$ cat src/efg_pkg.sv
// Package for the event flag group: operation and result codes, waiter entry type.
// Depends on nothing; imported by every module of the block.
package efg_pkg;

	localparam int unsigned MaskBits   = 32;
	localparam int unsigned SlotsDflt  = 16;
	localparam int unsigned IdBitsDflt = 8;

	typedef enum logic [1:0] {
		FN_SEND  = 2'd0,
		FN_RECV  = 2'd1,
		FN_RESET = 2'd2,
		FN_SPARE = 2'd3
	} func_t;

	typedef enum logic [2:0] {
		ST_DONE   = 3'd0,
		ST_BAD    = 3'd1,
		ST_WOKEN  = 3'd2,
		ST_SAT    = 3'd3,
		ST_NOWAIT = 3'd4,
		ST_SUSP   = 3'd5,
		ST_FULL   = 3'd6,
		ST_RSTWK  = 3'd7
	} status_t;

	typedef enum logic {
		FS_IDLE,
		FS_WALK
	} fsm_t;

	// One waiter without its owner id (owner width follows a parameter).
	typedef struct packed {
		logic [MaskBits-1:0] mask;
		logic                all;
		logic                clr;
	} wentry_t;

endpackage

$ cat src/efg_cell.sv
// One waiter cell of the queue chain: holds an entry, takes its neighbour's on a shift.
// Depends on efg_pkg.
module efg_cell
	import efg_pkg::*;
#(
	parameter int unsigned ID_BITS = IdBitsDflt
) (
	input  logic               clk,
	input  logic               arst_n,
	input  logic               sh,
	input  logic               ld,
	input  wentry_t            nb_ent,
	input  logic [ID_BITS-1:0] nb_own,
	input  wentry_t            ld_ent,
	input  logic [ID_BITS-1:0] ld_own,
	output wentry_t            ent,
	output logic [ID_BITS-1:0] own
);

	wentry_t            ent_q;
	logic [ID_BITS-1:0] own_q;

	// payload only: occupancy is tracked by the fill count in the top level
	always_ff @(posedge clk or negedge arst_n) begin
		if (!arst_n) begin
			ent_q <= '0;
			own_q <= '0;
		end else if (ld) begin
			ent_q <= ld_ent;
			own_q <= ld_own;
		end else if (sh) begin
			ent_q <= nb_ent;
			own_q <= nb_own;
		end
	end

	assign ent = ent_q;
	assign own = own_q;

endmodule

$ cat src/event_flag_group_waiters_top.sv
// Event flag group top level: event word, FIFO chain of waiter cells, control.
// Depends on efg_pkg and efg_cell.
//
// Use:
//  Input channel (in_valid / in_stall) carries one operation per transfer:
//  send bits, receive request or group reset. Output channel (out_valid /
//  out_stall) carries result transfers; last marks the final one per item.
//  Receive and malformed items give one result, in the cycle after the transfer.
//  Send and reset walk the waiter chain, visiting each queued waiter in
//  turn, head first, and then give the done result; one item is in work
//  at a time. in_stall stays high during a walk and while a stalled
//  result holds the output register, so the next item can transfer in the
//  cycle its predecessor's last result transfers out. A stall on the output
//  holds the register and the walk pauses at the next waiter that produces
//  a result. Reset (arst_n low) empties the queue and zeroes the event word
//  at once. Queue order: valid waiters sit packed from cell 0, oldest first.
//  During a walk the head is popped each cycle unless a stalled result
//  holds the output register; a waiter that stays is appended at the tail
//  of the packed region, so after the walk the order is unchanged.
module event_flag_group_waiters_top
	import efg_pkg::*;
#(
	parameter int unsigned WAITER_SLOTS = SlotsDflt,
	parameter int unsigned ID_BITS      = IdBitsDflt
) (
	input  logic                clk,
	input  logic                arst_n,
	input  logic                in_valid,
	output logic                in_stall,
	input  logic [1:0]          func,
	input  logic [31:0]         event_mask,
	input  logic                and_mode,
	input  logic                clear_on_take,
	input  logic                block_allowed,
	input  logic [ID_BITS-1:0]  requester_id,
	output logic                out_valid,
	input  logic                out_stall,
	output logic [2:0]          status,
	output logic [ID_BITS-1:0]  waiter_id,
	output logic [31:0]         received_bits,
	output logic                last
);

	localparam int unsigned LW = $clog2(WAITER_SLOTS + 1);

	fsm_t               state_q, state_d;
	logic [31:0]        word_q, word_d;
	logic [LW-1:0]      len_q, len_d, rem_q, rem_d;
	logic               rstw_q, rstw_d;
	logic               ovld_q, ovld_d;
	status_t            ost_q, ost_d;
	logic [ID_BITS-1:0] oid_q, oid_d;
	logic [31:0]        obits_q, obits_d;
	logic               olast_q, olast_d;

	wentry_t            ent_w [WAITER_SLOTS+1];
	logic [ID_BITS-1:0] own_w [WAITER_SLOTS+1];
	wentry_t            ld_ent;
	logic [ID_BITS-1:0] ld_own;
	logic               step, keep, enq;
	logic               out_free, accept, hit;
	logic [31:0]        got;
	func_t              fn;

	assign ent_w[WAITER_SLOTS] = '0;
	assign own_w[WAITER_SLOTS] = '0;

	assign fn       = func_t'(func);
	assign out_free = !ovld_q || !out_stall;
	assign in_stall = !(state_q == FS_IDLE && out_free);
	assign accept   = in_valid && !in_stall;

	// test the head waiter against the running word
	always_comb begin
		if (ent_w[0].all) begin
			got = ent_w[0].mask;
			hit = (ent_w[0].mask & word_q) == ent_w[0].mask;
		end else begin
			got = ent_w[0].mask & word_q;
			hit = got != '0;
		end
		if (rstw_q) begin
			hit = 1'b1;
		end
	end

	always_comb begin
		state_d = state_q;
		word_d  = word_q;
		len_d   = len_q;
		rem_d   = rem_q;
		rstw_d  = rstw_q;
		ovld_d  = ovld_q && out_stall;
		ost_d   = ost_q;
		oid_d   = oid_q;
		obits_d = obits_q;
		olast_d = olast_q;
		step    = 1'b0;
		keep    = 1'b0;
		enq     = 1'b0;
		ld_ent  = ent_w[0];
		ld_own  = own_w[0];
		case (state_q)
			FS_IDLE: begin
				if (accept) begin
					ovld_d  = 1'b1;
					oid_d   = '0;
					obits_d = '0;
					olast_d = 1'b1;
					if (fn == FN_SPARE || (fn != FN_RESET && event_mask == '0)) begin
						ost_d = ST_BAD;
					end else if (fn == FN_SEND) begin
						ovld_d  = 1'b0;
						word_d  = word_q | event_mask;
						rem_d   = len_q;
						rstw_d  = 1'b0;
						state_d = FS_WALK;
					end else if (fn == FN_RESET) begin
						ovld_d  = 1'b0;
						rem_d   = len_q;
						rstw_d  = 1'b1;
						state_d = FS_WALK;
					end else begin
						oid_d = requester_id;
						if (and_mode ? ((word_q & event_mask) == event_mask)
								: ((word_q & event_mask) != '0)) begin
							ost_d   = ST_SAT;
							obits_d = word_q & event_mask;
							if (clear_on_take) begin
								word_d = word_q & ~event_mask;
							end
						end else if (!block_allowed) begin
							ost_d = ST_NOWAIT;
						end else if (len_q == LW'(WAITER_SLOTS)) begin
							ost_d = ST_FULL;
						end else begin
							// append the new waiter at the tail
							ost_d      = ST_SUSP;
							enq        = 1'b1;
							ld_ent     = '{mask: event_mask, all: and_mode, clr: clear_on_take};
							ld_own     = requester_id;
							len_d      = len_q + LW'(1);
						end
					end
				end
			end
			FS_WALK: begin
				if (rem_q == '0) begin
					if (out_free) begin
						ovld_d  = 1'b1;
						ost_d   = ST_DONE;
						oid_d   = '0;
						obits_d = '0;
						olast_d = 1'b1;
						if (rstw_q) begin
							word_d = '0;
						end
						state_d = FS_IDLE;
					end
				end else if (!hit) begin
					// rotate the head to the tail; no result
					step  = 1'b1;
					keep  = 1'b1;
					rem_d = rem_q - LW'(1);
				end else if (out_free) begin
					// drop the head and report it
					step    = 1'b1;
					rem_d   = rem_q - LW'(1);
					len_d   = len_q - LW'(1);
					ovld_d  = 1'b1;
					oid_d   = own_w[0];
					olast_d = 1'b0;
					if (rstw_q) begin
						ost_d   = ST_RSTWK;
						obits_d = '0;
					end else begin
						ost_d   = ST_WOKEN;
						obits_d = got;
						if (ent_w[0].clr) begin
							word_d = word_q & ~got;
						end
					end
				end
			end
			default: begin
				state_d = FS_IDLE;
			end
		endcase
	end

	always_ff @(posedge clk or negedge arst_n) begin
		if (!arst_n) begin
			state_q <= FS_IDLE;
			word_q  <= '0;
			len_q   <= '0;
			rem_q   <= '0;
			rstw_q  <= 1'b0;
			ovld_q  <= 1'b0;
		end else begin
			state_q <= state_d;
			word_q  <= word_d;
			len_q   <= len_d;
			rem_q   <= rem_d;
			rstw_q  <= rstw_d;
			ovld_q  <= ovld_d;
		end
	end

	always_ff @(posedge clk) begin
		ost_q   <= ost_d;
		oid_q   <= oid_d;
		obits_q <= obits_d;
		olast_q <= olast_d;
	end

	// the chain of waiter cells, cell 0 the oldest
	for (genvar i = 0; i < WAITER_SLOTS; i++) begin : g_cell
		logic cell_ld;
		assign cell_ld = (step && keep && len_q == LW'(i + 1)) ||
				(enq && len_q == LW'(i));
		efg_cell #(
			.ID_BITS(ID_BITS)
		) u_cell (
			.clk    (clk),
			.arst_n (arst_n),
			.sh     (step),
			.ld     (cell_ld),
			.nb_ent (ent_w[i+1]),
			.nb_own (own_w[i+1]),
			.ld_ent (ld_ent),
			.ld_own (ld_own),
			.ent    (ent_w[i]),
			.own    (own_w[i])
		);
	end

	assign out_valid     = ovld_q;
	assign status        = ost_q;
	assign waiter_id     = oid_q;
	assign received_bits = obits_q;
	assign last          = olast_q;

	a_len_bound: assert property (@(posedge clk) disable iff (!arst_n)
		len_q <= LW'(WAITER_SLOTS))
		else $error("waiter count beyond slot count");

	a_rem_bound: assert property (@(posedge clk) disable iff (!arst_n)
		state_q == FS_WALK |-> rem_q <= len_q)
		else $error("walk count beyond waiter count");

	a_walk_end: assert property (@(posedge clk) disable iff (!arst_n)
		state_q == FS_WALK && rem_q == '0 && out_free |=>
			state_q == FS_IDLE && out_valid && last)
		else $error("walk did not end with a last result");

	a_bits_kind: assert property (@(posedge clk) disable iff (!arst_n)
		out_valid && received_bits != '0 |-> status == ST_WOKEN || status == ST_SAT)
		else $error("bits delivered in a result that carries none");

endmodule

$ cat config.mk
export PLATFORM = sky130hd
export DESIGN_NAME = event_flag_group_waiters_top
export DESIGN_NICKNAME = d
export VERILOG_FILES = /design/src/efg_pkg.sv /design/src/efg_cell.sv /design/src/event_flag_group_waiters_top.sv
export SDC_FILE = /design/constraint.sdc
export NUM_CORES = 1
export LEC_CHECK = 0
export BUFFER_PORTS_ARGS = -buffer_cell sky130_fd_sc_hd__buf_4
export CORE_UTILIZATION = 65
export DETAILED_ROUTE_END_ITERATION = 7
export PLACE_DENSITY = 0.88
export SKIP_LAST_GASP = 1
export SLEW_MARGIN = 20
export SYNTH_ARGS = -nofsm -noshare
export SYNTH_HDL_FRONTEND = slang
export SYNTH_HIERARCHICAL = 1
export SYNTH_SLANG_ARGS = --single-unit
$ cat constraint.sdc
create_clock -name clk -period 13.6 [get_ports clk]
set_input_delay 2.04 -clock clk [delete_from_list [all_inputs] [get_ports clk]]
set_output_delay 2.04 -clock clk [all_outputs]
set_load 0.01 [all_outputs]
* Yosys cells after proc, flatten, opt, wreduce, memory -nomap -nowiden
Cells that the tools add are included.
Operators by class: equality and inequality tests 43, $lt $le $gt $ge 0, $add $sub $neg 3, bitwise operators 9, reductions and logical operators 87, shift operators 0, multiply operators 0, mux-type cells 188, divide/modulo/power cells 0
Operator list (number):
- $mux 34 | 40
- $mux 32 | 24
- $mux 8 | 48
- $and 32x32->32 | 4
- $pmux 32 s2 | 2
- $mux 5 | 17
- $eq 32x32->1 | 2
- $not 32->32 | 2
- $reduce_bool 32->1 | 2
- $eq 5x4->1 const B | 8
- $mux 1 | 38
- $logic_and 1x1->1 | 37
- $reduce_bool 2->1 | 17
- $logic_not 32->1 | 1
- $or 32x32->32 | 1
- $mux 3 | 10
- $eq 5x3->1 const B | 4
- $pmux 5 s2 | 2
- $logic_or 1x1->1 | 18
- $ne 2x2->1 const B | 9
- $ne 3x3->1 const B | 6
- $pmux 8 s2 | 1
- $reduce_and 11->1 | 1
- $eq 5x2->1 const B | 2
- other kinds (20) | 34
Storage, ports and cells: register bits 761, bits in latches 0, RAM bits 0, output and inout bits 46, logic and storage cells 404, bits of input ports 49, memories 0, bits in read-only memories 0

* Logic depth before layout (Yosys ltp)
Gate-level depths: netlist of run 1.
depth after elaboration 12, gate-level depth with buffers 14, mapped depth without buffers 11

* Cells and area by module
Netlist of run 1, hierarchy kept.
Modules (own cells, without submodules):
- efg_cell | sequential area each 1051.0 µm², cells an instance 182, area each 1973.1 µm², times used 16
- event_flag_group_waiters_top | sequential area each 2447.3 µm², cells an instance 793, area each 6805.3 µm², times used 1

* Worst setup path after synthesis of run 1
No wires, ideal clock.
path kind input to register, start input out_stall, end register ost_q[0] (netlist: status[0]), enable pin, path buffers 0, arrival time 5.547 ns, stages on the path 3, required time 13.293 ns, setup slack 7.746 ns, setup time 0.307 ns, path through and2_0 nor3_1 o21a_1
Between the ends: cells in the longest elaborated chain, start to end 6, elaborated cells between the ends (all ways) 8, classes of those cells eq/ne (3); reduce/logical (5)
RTL lines:
- from (decl) | line event_flag_group_waiters_top.sv:37 | input logic out_stall,
- $logic_not 1->1 (*) | line event_flag_group_waiters_top.sv:69 | assign out_free = !ovld_q || !out_stall;
- $logic_or 1x1->1 (*) | line event_flag_group_waiters_top.sv:69
- $logic_and 1x1->1 | line event_flag_group_waiters_top.sv:70 | assign in_stall = !(state_q == FS_IDLE && out_free);
- $logic_and 1x1->1 | line event_flag_group_waiters_top.sv:71 | assign accept = in_valid && !in_stall;
- $ne 2x2->1 (no source line)
- $reduce_and 6->1 (no source line) (*)
- to (signal assigned) | line event_flag_group_waiters_top.sv:210 | ost_q <= ost_d;
- to (decl) | line event_flag_group_waiters_top.sv:51 | status_t ost_q, ost_d;
Mark *: on every way between the ends. The rest lies on a longest branch, timed or not. A chain may end at the register's enable or synchronous reset.

* Worst setup path in the final report of run 1
start register g_cell[0].u_cell.ent_q, in the netlist g_cell[0].u_cell/ent[31], end register g_cell[2].u_cell.ent_q, in the netlist g_cell[2].u_cell/ent[15]
Between the ends: cells in the longest elaborated chain, start to end 11, elaborated cells between the ends (all ways) 16, classes of those cells eq/ne (1); mux (9); bitwise (1); reduce/logical (5)
RTL lines:
- from (decl) | line efg_cell.sv:20 | wentry_t ent_q;
- from (signal assigned) | line efg_cell.sv:29 | ent_q <= ld_ent;
- from (signal assigned) | line efg_cell.sv:32 | ent_q <= nb_ent;
- $and 32x32->32 | line event_flag_group_waiters_top.sv:77, event_flag_group_waiters_top.sv:79
- $eq 32x32->1 / $reduce_bool 32->1 (equally long branches) | line event_flag_group_waiters_top.sv:77, event_flag_group_waiters_top.sv:80
- $mux 1 (*) | line event_flag_group_waiters_top.sv:75 | if (ent_w[0].all) begin
- $mux 1 (*) | line event_flag_group_waiters_top.sv:82 | if (rstw_q) begin
- $mux 1 (*) | line event_flag_group_waiters_top.sv:160 | end else if (!hit) begin
- $mux 1 (*) | line event_flag_group_waiters_top.sv:148 | if (rem_q == '0) begin
- $mux 1 (*) | line event_flag_group_waiters_top.sv:103 | case (state_q)
- named net step | line event_flag_group_waiters_top.sv:60 | logic step, keep, enq;
- $logic_and 1x1->1 (2 in series) | line event_flag_group_waiters_top.sv:219 | assign cell_ld = (step && keep && len_q == LW'(i + 1)) ||
- $logic_or 1x1->1 | line event_flag_group_waiters_top.sv:219
- $mux 34 / $reduce_bool 2->1 (equally long branches)
- to (signal assigned) | line efg_cell.sv:29
- to (signal assigned) | line efg_cell.sv:32
- to (decl) | line efg_cell.sv:20
The timed path passes the listed nets; every way through them passes the cells marked *.

==> flow_summary.ini, run 1 <==
[run]
cap_violations = 0

[floorplan]
rows = 88
io-pin-count = 95
dieWidth_microns = 245
die_h_microns = 245
die_area_sq_um = 60000
start_util = 0.661
core_area_sq_um = 58000

[sta]
finalSetupTns_ns = 0
worst_pin_slew_ns = 1.17
timing.final.crit_share = 0.436
finalCriticalPeriod_ns = 5.93
skew_ns = 0.0151
hold_slack_ns = 0.551
finalHoldViolCount = 0
slew_headroom = 0.223
slew_viol_final = 0
setup_viol = 0
fmax_mhz = 169
rsz0062_at_grt = false

[clocking]
post-cts-setup-buffer-count = 0
htreeDepth = 3
clk_pin_slew_ns = 0.06
cts_hold_buf = 0
clock_latency_ns = 0.61
cts-resized-gates = 0
cts_tree = built
clockRootBuffer = clkbuf_16
clock_path_buffers = 3
cts_made_buffers = 74
cts_sinks = 761

[power]
power_density_nw_per_um2 = 270
power_leakage_nw = 17.6
ir_worst_vdd_mv = 0.314

[setup_path]
worstRegToRegCells = 10
slowest_delay_ns = 0.88
worst_r2r_endpoint = g_cell[2].u_cell/ent[15]$_DFFE_PN0P_
r2r_start = g_cell[0].u_cell/ent[31]$_DFFE_PN0P_
arrival_ns = 6.38
critPathMaxFanout = 112
cp.required_ns = 14.06
endpoint_kind = flip-flop
cp-start-kind = flip-flop
cpMostUsedCell = buf_4
crit_path_start = g_cell[0].u_cell/ent[31]$_DFFE_PN0P_
crit_end = g_cell[2].u_cell/ent[15]$_DFFE_PN0P_
rrSetupSlack_ns = 7.67
slowest_stage = buf_4
crit_chain = a22oi_1 -> nand4_1 -> o41a_1 -> a311oi_1 -> o21ai_0 -> inv_8 -> buf_4 -> buf_4 -> mux2i_1 -> o21ai_1
path_class = flip-flop to flip-flop

[layout]
regArea_sq_um = 19300
area_delta_synth_final_pct = 6.56
nets = 3750
antennaDiodeCount = 0
n_fill_cell = 3808
final_layout_size_suffix_gt1_frac = 0.0936
multi_input_comb_area_sq_um = 17000

[synth]
yosysTopAreaCellShare = 0.468
synth_top_family_by_area = multiplexers
synth.mux.area_fraction = 0.186
synth_xor_area_frac = 0.000913
synth_edf_count = 44
async_flop_share = 0.942
synth_compound_area_frac = 0.131
ys_warn_count = 6
synthAdderAreaFrac = 0.00228
synthFlopType = dfrtp_1
synth_cell_types = 61
synthSimpleGateAreaFrac = 0.114
synth_most_common_cell = nand2_1
syn_area_per_cell_sq_um = 10.4
ys_seq_area_frac = 0.502
synth_top_cell_by_area = dfrtp_1
yosys-top-cells-count = nand2_1, dfrtp_1, mux2i_1
synthCells = 3705
synth_area_sq_um = 38400
synth.area.top_cells = dfrtp_1, mux2i_1, o21ai_1
synth_seq_cells = 761

[detailed_routing]
vias = 29000
route.detailed.drc = 0
routedWlPerCell_microns = 21.0
first_pass_iters = 6
drtIter0Drc = 3579
drt_wl_total_microns = 94700
ant_nets = 0
avgViaCountPerCell = 6.43

[global_route]
grt_max_degree = 189
grt_pass1_wl_microns = 154000
antenna_found_initial = 0
grt_pass1_vias = 29000
track_usage = 0.318
grt-ovfl-total = 0

[min_path]
hold_class = flip-flop to flip-flop

[placement]
hpwl_microns = 55400
routabilityCongestion = 1.00
portBuffers = 94

[run_status]
status = completed
## kinds of logic (layout without fill, tap and decap cells)
family | count (synthesis) | count (layout)
xor+xnor | 4 | 4
other cells | 1 | 42
buf+inv | 301 | 303
mux | 707 | 707
flops | 761 | 761
compound gates | 888 | 888
fa+ha+maj | 7 | 7
simple gates | 1036 | 1036
## registers in the layout, indices dropped and copies added (netlist names), 3 cells and up, named ones only
name and count:
g_cell.u_cell/ent 544, g_cell.u_cell/own 128, received_bits 32, waiter_id 8, len_q 5, rem_q 5
status 3
## final cells by class
cell class              count  area share
flip-flops and latches    761       0.471
multi-input cells        2684       0.415
well taps                 765      0.0234
repair buffers            142      0.0277
clock buffers             118      0.0565
clock inverters            12     0.00370
inverters                  31     0.00303
## per-layer routing
metal / vias to the layer above / routed length [microns] / global-route usage
met4: 0 / 3440 / 0.134
met5: - / 0 / 0
met1: 14300 / 38400 / 0.436
li1: 13000 / - / -
met3: 277 / 7770 / 0.0423
met2: 1500 / 45100 / 0.511
## worst max-delay path: cells and delay by family (launching register included)
kind	cells	cell delay (ns)
multiplexers	1	0.35
flip-flops	1	0.53
AO/OA/AOI/OAI	5	1.91
AND/OR/NAND/NOR	1	0.16
buffers and inverters	3	2.58
## through the flow
| stage | utilization | power [mW] | cells | setup slack (ns) | cell area, sq um |
|---|---|---|---|---|---|
| detailed placement | 0.662 | 8.79 | 4382 | 7.62 | 38400 |
| finish | 0.705 | 11.1 | 4513 | 7.67 | 40900 |
| CTS | 0.704 | 11.0 | 4512 | 7.83 | 40900 |
| global placement | 0.662 | 8.50 | 4382 | 7.74 | 38400 |
| global route | 0.705 | 11.7 | 4513 | 7.49 | 40900 |
| floorplan | - | 8.10 | 3746 | 7.75 | 38500 |
## how the worst min path moves through the flow
stage                                           from                                     to  slack (ns)  cells past startpoint
6_report       g_cell[13].u_cell/ent[16]$_DFFE_PN0P_  g_cell[13].u_cell/ent[16]$_DFFE_PN0P_        0.55                      2
3_3_place_gp                    rem_q[1]$_DFFE_PN0P_                   rem_q[1]$_DFFE_PN0P_        0.50                      2
2_1_floorplan                   rem_q[1]$_DFFE_PN0P_                   rem_q[1]$_DFFE_PN0P_        0.47                      2
5_1_grt          g_cell[0].u_cell/ent[1]$_DFFE_PN0P_    g_cell[0].u_cell/ent[1]$_DFFE_PN0P_        0.57                      2
3_5_place_dp                    rem_q[1]$_DFFE_PN0P_                   rem_q[1]$_DFFE_PN0P_        0.52                      2
4_1_cts                         rem_q[1]$_DFFE_PN0P_                   rem_q[1]$_DFFE_PN0P_        0.54                      2
## report_power, final
group / switching (mW) / leakage [nW] / internal, mW
logic: 2.63 / 7.25 / 1.97
clock network: 0.864 / 1.21 / 1.22
registers: 0.871 / 9.18 / 3.49
total: 4.37 / 17.6 / 6.68
## layout by cell type, fill, tap and decap left out, types with 23 or more instances in the layout
cell / count
mux2i_1: 673
nand2_1: 742
a21oi_1: 41
a211oi_2: 30
conb_1: 42
nand2b_1: 48
inv_1: 29
a22oi_1: 64
nor3_1: 63
o21ai_1: 645
clkbuf_8: 23
dfrtp_1: 716
clkbuf_16: 77
buf_4: 137
edfxtp_1: 44
o21ai_0: 48
mux2_2: 34
nor2_1: 72
Power figures use the tool's default switching activity.
==> inputs of run 2 (changes only) <==
Settings changed: CORE_UTILIZATION 65 to 57, PLACE_DENSITY 0.88 to 0.83.
Clock period 13.6 ns to 5 ns, I/O delays scaled along.
==> run 2 against run 1 <==
Final area increased by 2.0%. Sequential share of layout area decreased by 0.94 points. Die area increased by 14%. Clock skew increased by 0.016 ns. Utilization decreased by 7.5 points. Largest cell class unchanged.
==> flow_summary.ini, run 2 (synthesized netlist as in run 1, its figures left out) <==
[global_route]
track_usage = 0.275
grt_pass1_wl_microns = 152000
grt_max_degree = 109
grt-ovfl-total = 0
grt_pass1_vias = 28200
antenna_found_initial = 2

[power]
power_leakage_nw = 18.0
power_mw = 29.9
power_density_nw_per_um2 = 716
ir_worst_vdd_mv = 0.458

[placement]
dp_cells = 4512
dp_slack_ns = 0.597
portBuffers = 94
postPlaceCellArea_sq_um = 39200
hpwl_microns = 56700
routabilityCongestion = 1.02

[layout]
design_area_sq_um = 41700
largest_register_ffs = 544
mostFrequentLayoutCells = nand2_1, dfrtp_1, mux2i_1
post_layout_nonfiller_instances = 4652
multi_input_comb_area_sq_um = 17000
area_delta_synth_final_pct = 8.74
n_fill_cell = 4967
fin_util = 0.630
final_layout_size_suffix_gt1_frac = 0.102
nets = 3782
regArea_sq_um = 19300
final_common_cell = nand2_1

[detailed_routing]
first_pass_iters = 5
vias = 28600
routedWlPerCell_microns = 20.2
route.detailed.drc = 0
drtIter0Drc = 3565
avgViaCountPerCell = 6.15
ant_nets = 0
drt_wl_total_microns = 93900

[setup_path]
path_class = flip-flop to flip-flop
critPathMaxFanout = 40
r2r_start = g_cell[0].u_cell/ent[29]$_DFFE_PN0P_
worst_r2r_endpoint = g_cell[5].u_cell/ent[14]$_DFFE_PN0P_
cp.required_ns = 5.53
endpoint_kind = flip-flop
rrSetupSlack_ns = 0.88
worstRegToRegCells = 11
cp-start-kind = flip-flop
arrival_ns = 4.64

[clocking]
cts_hold_buf = 0
clk_pin_slew_ns = 0.06
cts-resized-gates = 0
post-cts-setup-buffer-count = 0
clock_latency_ns = 0.63
clock_path_buffers = 3
clockRootBuffer = clkbuf_16
cts_tree = built
cts_sinks = 761
htreeDepth = 3
cts_made_buffers = 76

[run_status]
status = completed

[sta]
slew_viol_final = 0
worst_pin_slew_ns = 0.867
skew_ns = 0.0307
setup_viol = 0
timing.final.crit_share = 0.823
hold_slack_ns = 0.162
setup_ws_ns = 0.884
finalCriticalPeriod_ns = 4.12
fmax_mhz = 243
finalHoldViolCount = 0
finalSetupTns_ns = 0
slew_headroom = 0.420
rsz0062_at_grt = false

[floorplan]
rows = 94
start_util = 0.580
io-pin-count = 95
die_h_microns = 261
core_area_sq_um = 66200
dieWidth_microns = 261
die_area_sq_um = 68400

[min_path]
hold_class = input pin to asynchronous set/reset pin

[run]
cap_violations = 0
run 2: changes by cell type in the layout (fill, tap and decap cells not counted), moves of 2 or more:
| cell | previous run | this run |
|---|---|---|
| clkinv_2 | 4 | 14 |
| clkinvlp_4 | 2 | 0 |
| clkinv_4 | 1 | 3 |
| buf_12 | 3 | 37 |
| clkbuf_16 | 77 | 80 |
| clkinv_1 | 0 | 2 |
| buf_4 | 137 | 134 |
| clkbuf_8 | 23 | 14 |
run 2: area by class of cell:
type / instances / area share
clock buffers: 112 / 0.0542
flip-flops and latches: 761 / 0.462
clock inverters: 27 / 0.00666
diodes: 1 / 0.0000600
repair buffers: 172 / 0.0422
inverters: 31 / 0.00297
well taps: 864 / 0.0259
multi-input cells: 2684 / 0.406
run 2: worst max path at each step:
stage	endpoint	start	slack [ns]	depth (start not counted)
after floorplan	status[0]$_DFFE_PP_	g_cell[0].u_cell/ent[21]$_DFFE_PN0P_	0.95	8
after global placement	g_cell[10].u_cell/ent[1]$_DFFE_PN0P_	event_mask[1]	0.69	11
after detailed placement	g_cell[8].u_cell/ent[1]$_DFFE_PN0P_	event_mask[1]	0.60	11
after CTS	g_cell[12].u_cell/ent[9]$_DFFE_PN0P_	g_cell[0].u_cell/ent[31]$_DFFE_PN0P_	0.98	11
after global routing	g_cell[12].u_cell/ent[21]$_DFFE_PN0P_	g_cell[0].u_cell/ent[31]$_DFFE_PN0P_	0.79	11
final	g_cell[5].u_cell/ent[14]$_DFFE_PN0P_	g_cell[0].u_cell/ent[29]$_DFFE_PN0P_	0.88	11
run 2: critical path, cell delays in order (launching register included):
cell	delay, ns
dfrtp_1	0.51
a22oi_1	0.37
nand4_1	0.14
o41a_1	0.45
a311oi_1	0.48
and2_1	0.53
a22o_1	0.21
nand2_1	0.23
nor2_4	0.54
buf_12	0.29
nand2_1	0.11
o21ai_1	0.12
run 2: power breakdown:
part	switching (mW)	internal, mW	leakage [nW]	total [mW]
sequential	2.29	9.49	9.18	11.8
combinational	6.88	5.41	7.53	12.3
clock	2.45	3.36	1.26	5.81
run 2: layer usage:
| metal | part of all wire | GRT usage | vias to the layer above | routed length [microns] |
|---|---|---|---|---|
| met1 | 0.42 | 0.382 | 14200 | 39700 |
| met5 | 0.00014 | 0 | - | 13 |
| li1 | - | - | 13000 | - |
| met3 | 0.076 | 0.0401 | 182 | 7160 |
| met4 | 0.025 | 0.0856 | 2 | 2320 |
| met2 | 0.48 | 0.448 | 1196 | 44700 |
